[src/hdl/bst_pkg.sv]
// shared constants, types and helpers for the bucket slot table
`timescale 1ns / 1ps

package bst_pkg;

	// bucket geometry
	localparam int SLOTS      = 8;
	localparam int VALUE_BITS = 32;
	localparam int KEY_BITS   = 32;
	localparam int FOUND_BITS = 32;
	localparam int OCC_BITS   = 4;
	localparam int IDX_BITS   = (SLOTS > 1) ? $clog2(SLOTS) : 1;
	localparam int COUNT_BITS = $clog2(SLOTS + 1);

	typedef logic [IDX_BITS-1:0]   idx_t;
	typedef logic [COUNT_BITS-1:0] count_t;
	typedef logic [KEY_BITS-1:0]   key_t;
	typedef logic [VALUE_BITS-1:0] value_t;

	localparam idx_t LAST_IDX = idx_t'(SLOTS - 1);

	// operation codes
	localparam logic [1:0] OP_INSERT = 2'd0;
	localparam logic [1:0] OP_LOOKUP = 2'd1;
	localparam logic [1:0] OP_REMOVE = 2'd2;
	localparam logic [1:0] OP_UPDATE = 2'd3;

	// slot write command from the sequencer to the store
	typedef struct packed {
		logic   data_we;
		logic   set_valid;
		logic   clr_valid;
		idx_t   addr;
		key_t   key;
		value_t value;
	} slot_wr_t;

	// occupancy as reported, saturated to the output width
	function automatic logic [OCC_BITS-1:0] occ_sat(input count_t count);
		logic [OCC_BITS-1:0] res;
		if (32'(count) > 32'd15) begin
			res = 4'd15;
		end else begin
			res = OCC_BITS'(count);
		end
		return res;
	endfunction

endpackage

[src/hdl/bst_slot_store.sv]
// slot store: key/value memory, valid flags and occupancy count
`timescale 1ns / 1ps

module bst_slot_store import bst_pkg::*; (
	input  logic     clk,
	input  logic     arst_n,
	input  idx_t     rd_addr,
	input  slot_wr_t wr,
	output idx_t     rd_idx,
	output key_t     rd_key,
	output value_t   rd_value,
	output logic     rd_valid,
	output count_t   count
);

	key_t         key_mem [SLOTS];
	value_t       val_mem [SLOTS];
	logic [SLOTS-1:0] valid_q;
	count_t       count_q;
	idx_t         rd_idx_q;
	key_t         rd_key_q;
	value_t       rd_value_q;

	// memory write and registered read
	always_ff @(posedge clk) begin
		if (wr.data_we) begin
			key_mem[wr.addr] <= wr.key;
			val_mem[wr.addr] <= wr.value;
		end
		rd_key_q   <= key_mem[rd_addr];
		rd_value_q <= val_mem[rd_addr];
		rd_idx_q   <= rd_addr;
	end

	// valid flags and occupancy count
	always_ff @(posedge clk or negedge arst_n) begin
		if (!arst_n) begin
			valid_q <= '0;
			count_q <= '0;
		end else begin
			if (wr.set_valid) begin
				valid_q[wr.addr] <= 1'b1;
				count_q <= count_q + COUNT_BITS'(1);
			end else if (wr.clr_valid) begin
				valid_q[wr.addr] <= 1'b0;
				count_q <= count_q - COUNT_BITS'(1);
			end
		end
	end

	assign rd_idx   = rd_idx_q;
	assign rd_key   = rd_key_q;
	assign rd_value = rd_value_q;
	assign rd_valid = valid_q[rd_idx_q];
	assign count    = count_q;

	// count tracks the valid flags
	a_count_match: assert property (@(posedge clk) disable iff (!arst_n)
		32'(count_q) == $countones(valid_q))
		else $error("occupancy count differs from valid flags");

	// insert only lands on a free slot
	a_set_free: assert property (@(posedge clk) disable iff (!arst_n)
		wr.set_valid |-> !valid_q[wr.addr])
		else $error("insert into an occupied slot");

	// remove only frees an occupied slot
	a_clr_used: assert property (@(posedge clk) disable iff (!arst_n)
		wr.clr_valid |-> valid_q[wr.addr])
		else $error("remove of a free slot");

endmodule

[src/hdl/bucket_slot_table.sv]
// top level of the bucket slot table: scan sequencer and result register
`timescale 1ns / 1ps
//
// One bucket of SLOTS records (valid, key, value) for a hash table.
// Input channel (in_valid/in_ready) carries kind, key and entry_value:
// insert, lookup, remove or update. Output channel (out_valid/out_ready)
// carries success, found_value, occupancy, is_full and is_empty, one
// result per input transfer, in order.
// An operation scans the slot memory from index 0 upward, one slot per
// cycle through the single key compare; the memory read is registered, and
// the scan stops at the first hit or at the last slot. in_ready is high
// only while no operation is in flight, so one item is worked at a time.
// The result sits in an output register: a new item is taken while the
// previous result waits, and if the receiver still stalls when the next
// result is ready, the block holds it and stays busy until out_ready.
// Reset clears all valid flags and the count at once; no clearing pass.
//

module bucket_slot_table import bst_pkg::*; (
	input  logic                  clk,
	input  logic                  arst_n,
	input  logic                  in_valid,
	output logic                  in_ready,
	input  logic [1:0]            kind,
	input  logic signed [31:0]    key,
	input  logic [31:0]           entry_value,
	output logic                  out_valid,
	input  logic                  out_ready,
	output logic                  success,
	output logic [FOUND_BITS-1:0] found_value,
	output logic [OCC_BITS-1:0]   occupancy,
	output logic                  is_full,
	output logic                  is_empty
);

	localparam logic [1:0] ST_IDLE = 2'd0;
	localparam logic [1:0] ST_SCAN = 2'd1;
	localparam logic [1:0] ST_DONE = 2'd2;

	logic [1:0]            state_q;
	logic [1:0]            kind_q;
	key_t                  key_q;
	value_t                value_q;
	idx_t                  idx_q;
	logic                  cmp_vld_q;
	logic                  ok_q;
	logic [FOUND_BITS-1:0] fv_q;
	logic                  out_valid_q;
	logic                  success_q;
	logic [FOUND_BITS-1:0] found_q;
	logic [OCC_BITS-1:0]   occ_q;
	logic                  full_q;
	logic                  empty_q;

	slot_wr_t wr;
	idx_t     rd_idx;
	key_t     rd_key;
	value_t   rd_value;
	logic     rd_valid;
	count_t   count;
	logic     match;
	logic     hit;
	logic     scan_end;
	logic     out_free;

	bst_slot_store u_store (
		.clk      (clk),
		.arst_n   (arst_n),
		.rd_addr  (idx_q),
		.wr       (wr),
		.rd_idx   (rd_idx),
		.rd_key   (rd_key),
		.rd_value (rd_value),
		.rd_valid (rd_valid),
		.count    (count)
	);

	// shared compare: free slot for insert, valid key match otherwise
	always_comb begin
		if (kind_q == OP_INSERT) begin
			match = !rd_valid;
		end else begin
			match = rd_valid && (rd_key == key_q);
		end
		hit      = (state_q == ST_SCAN) && cmp_vld_q && match;
		scan_end = (state_q == ST_SCAN) && cmp_vld_q && (match || rd_idx == LAST_IDX);
	end

	// slot write on the hit
	always_comb begin
		wr.data_we   = hit && (kind_q == OP_INSERT || kind_q == OP_UPDATE);
		wr.set_valid = hit && (kind_q == OP_INSERT);
		wr.clr_valid = hit && (kind_q == OP_REMOVE);
		wr.addr      = rd_idx;
		wr.key       = key_q;
		wr.value     = value_q;
	end

	assign in_ready = (state_q == ST_IDLE);
	assign out_free = !out_valid_q || out_ready;

	// sequencer
	always_ff @(posedge clk or negedge arst_n) begin
		if (!arst_n) begin
			state_q   <= ST_IDLE;
			idx_q     <= '0;
			cmp_vld_q <= 1'b0;
		end else begin
			unique case (state_q)
				ST_IDLE: begin
					if (in_valid) begin
						idx_q     <= '0;
						cmp_vld_q <= 1'b0;
						state_q   <= ST_SCAN;
					end
				end
				ST_SCAN: begin
					cmp_vld_q <= 1'b1;
					if (idx_q != LAST_IDX) begin
						idx_q <= idx_q + IDX_BITS'(1);
					end
					if (scan_end) begin
						state_q <= ST_DONE;
					end
				end
				ST_DONE: begin
					if (out_free) begin
						state_q <= ST_IDLE;
					end
				end
				default: begin
					state_q <= ST_IDLE;
				end
			endcase
		end
	end

	// operation operands and scan outcome
	always_ff @(posedge clk) begin
		if (in_valid && in_ready) begin
			kind_q  <= kind;
			key_q   <= key_t'(key);
			value_q <= value_t'(entry_value);
		end
		if (scan_end) begin
			ok_q <= hit;
			if (hit && kind_q == OP_LOOKUP) begin
				fv_q <= FOUND_BITS'(rd_value);
			end else begin
				fv_q <= '0;
			end
		end
	end

	// output register valid
	always_ff @(posedge clk or negedge arst_n) begin
		if (!arst_n) begin
			out_valid_q <= 1'b0;
		end else if (state_q == ST_DONE && out_free) begin
			out_valid_q <= 1'b1;
		end else if (out_ready) begin
			out_valid_q <= 1'b0;
		end
	end

	// output register payload
	always_ff @(posedge clk) begin
		if (state_q == ST_DONE && out_free) begin
			success_q <= ok_q;
			found_q   <= fv_q;
			occ_q     <= occ_sat(count);
			full_q    <= (count == COUNT_BITS'(SLOTS));
			empty_q   <= (count == '0);
		end
	end

	assign out_valid   = out_valid_q;
	assign success     = success_q;
	assign found_value = found_q;
	assign occupancy   = occ_q;
	assign is_full     = full_q;
	assign is_empty    = empty_q;

	// a finished scan always moves to the result state
	a_scan_done: assert property (@(posedge clk) disable iff (!arst_n)
		scan_end |=> (state_q == ST_DONE))
		else $error("scan ended without result");

	// a result leaving the done state lands in the output register
	a_result_load: assert property (@(posedge clk) disable iff (!arst_n)
		(state_q == ST_DONE && out_free) |=> out_valid_q)
		else $error("result lost on load");

	// a stalled result keeps its payload
	a_out_hold: assert property (@(posedge clk) disable iff (!arst_n)
		(out_valid_q && !out_ready) |=> (out_valid_q &&
		$stable({success_q, found_q, occ_q, full_q, empty_q})))
		else $error("result changed while stalled");

endmodule

[config.mk]
export PLATFORM = sky130hd
export DESIGN_NAME = bucket_slot_table
export DESIGN_NICKNAME = d
export VERILOG_FILES = /design/src/hdl/bst_pkg.sv /design/src/hdl/bst_slot_store.sv /design/src/hdl/bucket_slot_table.sv
export SDC_FILE = /design/constraint.sdc
export NUM_CORES = 1
export LEC_CHECK = 0
export ABC_AREA = 1
export BUFFER_PORTS_ARGS = -buffer_cell sky130_fd_sc_hd__buf_2
export CORE_UTILIZATION = 45
export DETAILED_ROUTE_END_ITERATION = 12
export GPL_TIMING_DRIVEN = 0
export HOLD_SLACK_MARGIN = 0.12
export PLACE_DENSITY = 0.62
export SYNTH_ARGS = -nofsm -noshare
export SYNTH_HDL_FRONTEND = slang
export SYNTH_SLANG_ARGS = --single-unit
[constraint.sdc]
create_clock -name clk -period 11.7 [get_ports clk]
set_input_delay 2.34 -clock clk [delete_from_list [all_inputs] [get_ports clk]]
set_output_delay 2.34 -clock clk [all_outputs]
set_load 0.005 [all_outputs]
Word level (Yosys, flattened, before mapping)
Memory sizes are Yosys's and may differ from the RTL's. A register that Yosys moved wholly into a read port is not among the register bits.
Index checks and enable logic that the tools add are counted.
{"block": "op_classes", "n_reduce_logical": 25, "order_cmp": 2, "n_bitwise": 3, "addsub": 3, "muxes": 22, "eq_ne": 13}
{"operator": "equality test 32 bit", "count": 1}
{"operator": "two-way mux 8 bit", "count": 2}
{"operator": "logical AND 1 bit", "count": 11}
{"operator": "bitwise AND 8 bit", "count": 1}
{"operator": "two-way mux 1 bit", "count": 8}
{"operator": "two-way mux 4 bit", "count": 2}
{"operator": "NOT 8 bit", "count": 1}
{"operator": "OR 8 bit", "count": 1}
{"operator": "equality test 2 bit (second input constant)", "count": 3}
{"operator": "two-way mux 2 bit", "count": 3}
{"operator": "two-way mux 3 bit", "count": 2}
{"operator": "inequality test 2 bit (second input constant)", "count": 3}
{"operator": "one-hot mux 2 bit (3 select lines)", "count": 1}
{"operator": "one-hot mux 3 bit (2 select lines)", "count": 1}
{"operator": "AND reduction 3 bit", "count": 2}
{"operator": "nonzero test 2 bit", "count": 3}
{"operator": "adder 4 x 1 -> 4 bit (second input constant)", "count": 1}
{"operator": "equality test 2 x 1 -> 1 bit (second input constant)", "count": 2}
{"operator": "equality test 4 bit (second input constant)", "count": 1}
{"operator": "zero test 2 bit", "count": 2}
{"operator": "zero test 4 bit", "count": 1}
{"operator": "< comparator 3 x 4 -> 1 bit (second input constant)", "count": 1}
{"operator": "subtractor 4 x 1 -> 4 bit (second input constant)", "count": 1}
{"operator": "adder 3 x 1 -> 3 bit (second input constant)", "count": 1}
{"operator": "10 further kinds", "count": 13}
{"block": "totals", "memories": 2, "inputBits": 70, "wordCells": 87, "output_inout_bits": 41, "ram_bits": 512, "reg_bits": 160}
{"memory": "u_store.key_mem", "words": 8, "word_bits": 32, "read_ports": 1, "rd_ports_with_merged_regs": 1, "write_ports": 1, "line": "bst_slot_store.sv:16", "source": "key_t key_mem [SLOTS];"}
{"memory": "u_store.val_mem", "words": 8, "word_bits": 32, "read_ports": 1, "rd_ports_with_merged_regs": 1, "write_ports": 1, "line": "bst_slot_store.sv:17", "source": "value_t val_mem [SLOTS];"}

Longest topological paths before layout
{"block": "logic_depth", "ltp_word": 8, "ltp_mapped": 20, "mapped_depth_nobuf": 18}

Hierarchy
From an unflattened synthesis, not the netlist that was laid out.
{"block": "unflattened", "hier_cells": 2281, "area_unflattened_um2": 27910.5}
{"mod": "bst_slot_store", "area_per_inst_um2": 22357.7, "cells_each": 1870, "instances": 1, "seq_area_each_um2": 17016.3}
{"mod": "bucket_slot_table", "area_per_inst_um2": 5552.8, "cells_each": 411, "instances": 1, "seq_area_each_um2": 4319.1}

Worst setup path after synthesis
OpenSTA, ideal clock, no wires.
{"block": "synth_path", "kind": "register to register", "from": "register kind_q[0]", "to": "memory u_store.key_mem[0][0] (netlist bit), enable pin", "required_ps": 11213, "period_less_slack_ps": 4570, "arrival_time_ps": 4084, "setup_time_ps": 487, "path_buffers": 0, "slack_ps": 7130, "stages_incl_launch_ff": 14, "path_cell_list": "edfxtp_1 -> inv_1 -> ha_1 -> inv_1 -> nand2_1 -> nor2_1 -> nand2_1 -> nor2_1 -> nand2_1 -> nor2_2 -> nand2_2 -> nand2_4 -> nand2_1 -> nor2_1"}
{"block": "synth_between", "elab_chain_cells": 6, "word_cells_on_any_way": 8, "classes_between": "eq/ne (1); mux (3); reduce/logical (4)"}
{"item": "from (decl)", "line": "bucket_slot_table.sv:41", "source": "logic [1:0] kind_q;"}
{"item": "from (signal assigned)", "line": "bucket_slot_table.sv:141", "source": "kind_q <= kind;"}
{"item": "zero test 2 bit", "line": "bucket_slot_table.sv:80", "source": "if (kind_q == OP_INSERT) begin"}
{"item": "two-way mux 1 bit", "line": "bucket_slot_table.sv:80"}
{"item": "logical AND 1 bit", "line": "bucket_slot_table.sv:85", "source": "hit = (state_q == ST_SCAN) && cmp_vld_q && match;"}
{"item": "named net hit", "line": "bucket_slot_table.sv:62", "source": "logic hit;"}
{"item": "logical AND 1 bit", "line": "bucket_slot_table.sv:91", "source": "wr.data_we = hit && (kind_q == OP_INSERT || kind_q == OP_UPDATE);"}
{"item": "two-way mux 1 bit", "line": "bst_slot_store.sv:26", "source": "if (wr.data_we) begin"}
{"item": "two-way mux 1 bit (not written as such)", "line": "bst_slot_store.sv:27", "source": "key_mem[wr.addr] <= wr.key;"}
{"item": "to (decl)", "line": "bst_slot_store.sv:16"}
The timed path passes the listed nets, and every way through them passes these cells.

Worst setup path after layout
{"block": "layout_path", "from": "register key_q[29]", "to": "memory u_store.val_mem[5][17] (netlist bit), enable pin"}
{"block": "layout_between", "elab_chain_cells": 7}
{"item": "from (decl)", "line": "bucket_slot_table.sv:42", "source": "key_t key_q;"}
{"item": "from (signal assigned)", "line": "bucket_slot_table.sv:142", "source": "key_q <= key_t'(key);"}
{"item": "equality test 32 bit", "line": "bucket_slot_table.sv:83", "source": "match = rd_valid && (rd_key == key_q);"}
{"item": "logical AND 1 bit", "line": "bucket_slot_table.sv:83"}
{"item": "two-way mux 1 bit", "line": "bucket_slot_table.sv:80"}
{"item": "logical AND 1 bit", "line": "bucket_slot_table.sv:85"}
{"item": "named net hit", "line": "bucket_slot_table.sv:62"}
{"item": "logical AND 1 bit", "line": "bucket_slot_table.sv:91"}
{"item": "two-way mux 1 bit", "line": "bst_slot_store.sv:26"}
{"item": "two-way mux 1 bit (not written as such)", "line": "bst_slot_store.sv:28", "source": "val_mem[wr.addr] <= wr.value;"}
{"item": "to (decl)", "line": "bst_slot_store.sv:17"}
The timed path passes the listed nets, and every way through them passes these cells.

==> metrics.md <==
| Metric | Value |
|---|---|
| Top cell type's share of synthesized area | `71.3%` |
| Initial antenna violation count | `0` |
| Worst slack, placed | `7.89 ns` |
| DRC errors left | `0` |
| CP Capture Type | `flop` |
| Clk_skew | `0.0291 ns` |
| Tot GR Track Use | `between 20 and 25%` |
| Clock Latency Late Sink | `approximately 0.62 ns` |
| Synth Warn # | `0` |
| Yosys reg bits | `approximately 740` |
| Remaining global-route overflow | `0` |
| Tcrit/Tclk final | `32.5%` |
| # hold bufs at CTS | `0` |
| Initial Utilization | `a little under half` |
| Grt met1 use | `27.4%` |
| Post-CTS sizing | `0` |
| EDFF count, synth | `650` |
| Crit path cell chain | `inv_1 -> nand2_1 -> nand2_1 -> nor2_1 -> nand2_1 -> nor2_1 -> nand2_1 -> nor2_2 -> nand2_2 -> nand2_4 -> nand2_1 -> nor2_4 -> buf_12` |
| Synth Area per Inst | `roughly 13 um2` |
| RSZ-0062 raised after global routing | `no` |
| Diode count | `0` |
| Layout cells sized above 1 | `approximately 14%` |
| Top_reg_cell synth | `edfxtp_1` |
| Synth area leader | `edfxtp_1` |
| Drt wl/cell | `20.1 um` |
| Die X | `roughly 250 um` |
| WP buf/inv | `2` |
| Critical Path Start | `key_q[29]` |
| Req. time, crit path | `12.00 ns` |
| Largest net degree at the start of global routing | `slightly above 40` |
| WS Path Type | `reg -> reg` |
| HP Start | `fv_q[9]` |
| Sequential-to-total area share from yosys stat | `between 70% and 80%` |
| Post-synth cell types | `30` |
| GRT met2 Usage | `between 30% and 40%` |
| DR vias | `16600` |
| Startpoint Class | `flop` |
| Reg-to-reg slack, setup | `7.90 ns` |
| Clock-pin slew on the worst setup and hold paths | `around 0.060 ns` |
| Commonest non-fill, non-tap cells in the layout | `edfxtp_1, nor2_1, o21ai_0` |
| Async S/R FF share, synth | `2.58%` |
| Hold slack | `0.416 ns` |
| Drt first-iter violations | `roughly 1600` |
| Worst path most repeated cell | `nand2_1` |
| Synth top area cells | `edfxtp_1, nor2_1, dfxtp_1, o21ai_0, nand2_1` |
| Global-route wire length before repair | `between 90000 and 100000 um` |
| DP Wirelength | `~40000 um` |
| Post-Synthesis Net Count | `roughly 2200` |
| Crit path DAT | `between 4 and 5 ns` |
| Power Dens Cells | `about 240 nW/um2` |
| Outcome | `finished clean` |
| MaxCap Viol Count | `0` |
| Ports | `111` |
| Family with the most delay on the worst path | `simple AND/OR/NAND/NOR gates` |
| Post-CTS Setup Bufs | `0` |
| Clock Tree Root | `clkbuf_16` |
| I/O Buffers | `110` |
| Nets | `approximately 2400` |
| Clock buffer depth | `3` |
| CTS Buf Count | `just under 80` |
| IR drop worst, VDD | `roughly 0.11 mV` |
| Die height | `249 um` |
| Rel. slew slack | `a little over a third` |
| Met3 Usage GRT | `roughly 3.2%` |
| Final setup fails | `0` |
| Post-Syn Area | `roughly 27000 um2` |
| Gate count after technology mapping | `slightly above 2000` |
| Tightest Pin Transition | `0.958 ns` |
| Max-slew violations | `0` |
| Placer Congestion | `~0.82` |
| Cell Rows | `90` |
| Number of global-route vias before repair | `16200` |
| Largest fanout on the critical path | `24` |
| Worst flop-to-flop path startpoint | `key_q[29]` |
| Pwr Total | `around 7.6 mW` |
| Most used routing layer | `met2` |
| Core area | `about 60000 um2` |
| Detail Route Antenna Nets | `0` |
| Pleak | `11.3 nW` |
| Setup TNS | `0 ns` |
| CTS Sinks | `736` |
| Hold Crit Class | `reg -> reg` |
| Slack of the critical path | `7.90 ns` |
| Total Routed Length | `about 63000 um` |
| Final Hold Viols | `0` |
| Drt pass-1 iters | `7` |
| CTS tree | `done` |
| Slowest-stage cell, CP | `nor2_4` |
| Commonest non-fill, non-tap cell in the layout | `edfxtp_1` |
| Final min period | `around 3.8 ns` |
| Syn-to-layout area delta | `16.3%` |
| Max incr delay on CP | `roughly 0.93 ns` |
| Die ar. | `approximately 60000 um2` |
| Highest clock rate | `~260 MHz` |
| H-tree level count | `3` |
| Detail-routed via count per cell | `5.30` |
-- final cells by class --
cell class	count	area, um2
plain buffers	105	469
repair buffers	129	946
fillers	4915	28400
multi-input cells	1110	5190
well taps	782	978
flip-flops and latches	736	21300
clock buffers	100	2130
clock inverters	42	335
inverters	121	459
-- layer usage --
| layer | vias to the layer above | routed length, um | part of all wire [%] |
|---|---|---|---|
| li1 | 7743 | - | - |
| met5 | - | 0 | 0 |
| met2 | 532 | 30700 | 49 |
| met3 | 88 | 3680 | 5.9 |
| met4 | 0 | 1470 | 2.3 |
| met1 | 8206 | 27000 | 43 |
-- synthesized netlist by cell type, types with 4 or more instances --
master and n:
nor2_1 493, nand3_1 9, or2_2 4, buf_2 15, dfrtp_1 19, nand2_1 136, inv_1 117, buf_1 4
nand4_1 8, clkbuf_1 76, a31oi_1 65, o21ai_0 261, nor3_1 10, dfxtp_1 67, o21bai_1 9, buf_6 5
o22ai_1 64, xnor2_1 4, nor2_2 32, buf_4 5, edfxtp_1 650, ha_1 7
-- sequential cells by signal, summed over array words and instances, names as in the netlist, named ones only --
signal,count
u_store.key_mem,256
u_store.val_mem,256
found_value,32
fv_q,32
key_q,32
u_store.rd_key,32
u_store.rd_value,32
value_q,32
occupancy,4
u_store.count,4
idx_q,3
u_store.rd_idx,3
kind_q,2
state_q,2
cmp_vld_q,1
is_empty,1
is_full,1
ok_q,1
out_valid,1
success,1
-- stage by stage --
stage | instances | utilization, % | area (um2)
6_report | 3125 | 52.9 | 31800
5_1_grt | 3125 | 52.9 | 31800
4_1_cts | 3125 | 52.9 | 31800
3_5_place_dp | 2983 | 48.8 | 29400
3_3_place_gp | 2964 | 48.0 | 28900
2_1_floorplan | 2072 | - | 27400
-- power breakdown --
group | leakage, nW | total [mW] | switching [mW] | internal (mW)
logic | 3.38 | 1.84 | 1.28 | 0.557
registers | 6.68 | 3.44 | 0.190 | 3.25
clock network | 1.21 | 2.36 | 0.991 | 1.37
-- cell families (layout without fill, tap and decap cells) --
kind of cell	after synthesis	count (layout)	synth area share [%]
flops	736	736	77.9
simple gates	696	696	10.1
compound gates	401	401	8.04
buf+inv	226	497	3.38
fa+ha+maj	8	8	0.393
xor+xnor	5	5	0.160
-- worst paths after layout --
check,endpoint,depth (start not counted)
max,u_store.val_mem[5][17],13
min,found_value[9],0
max reg2reg,u_store.val_mem[5][17],13
min reg2reg,found_value[9],0
max in group asynchronous,u_store.count[2],1
min in group asynchronous,asynchronous set/reset pin,1
Power figures use the tool's default switching activity.
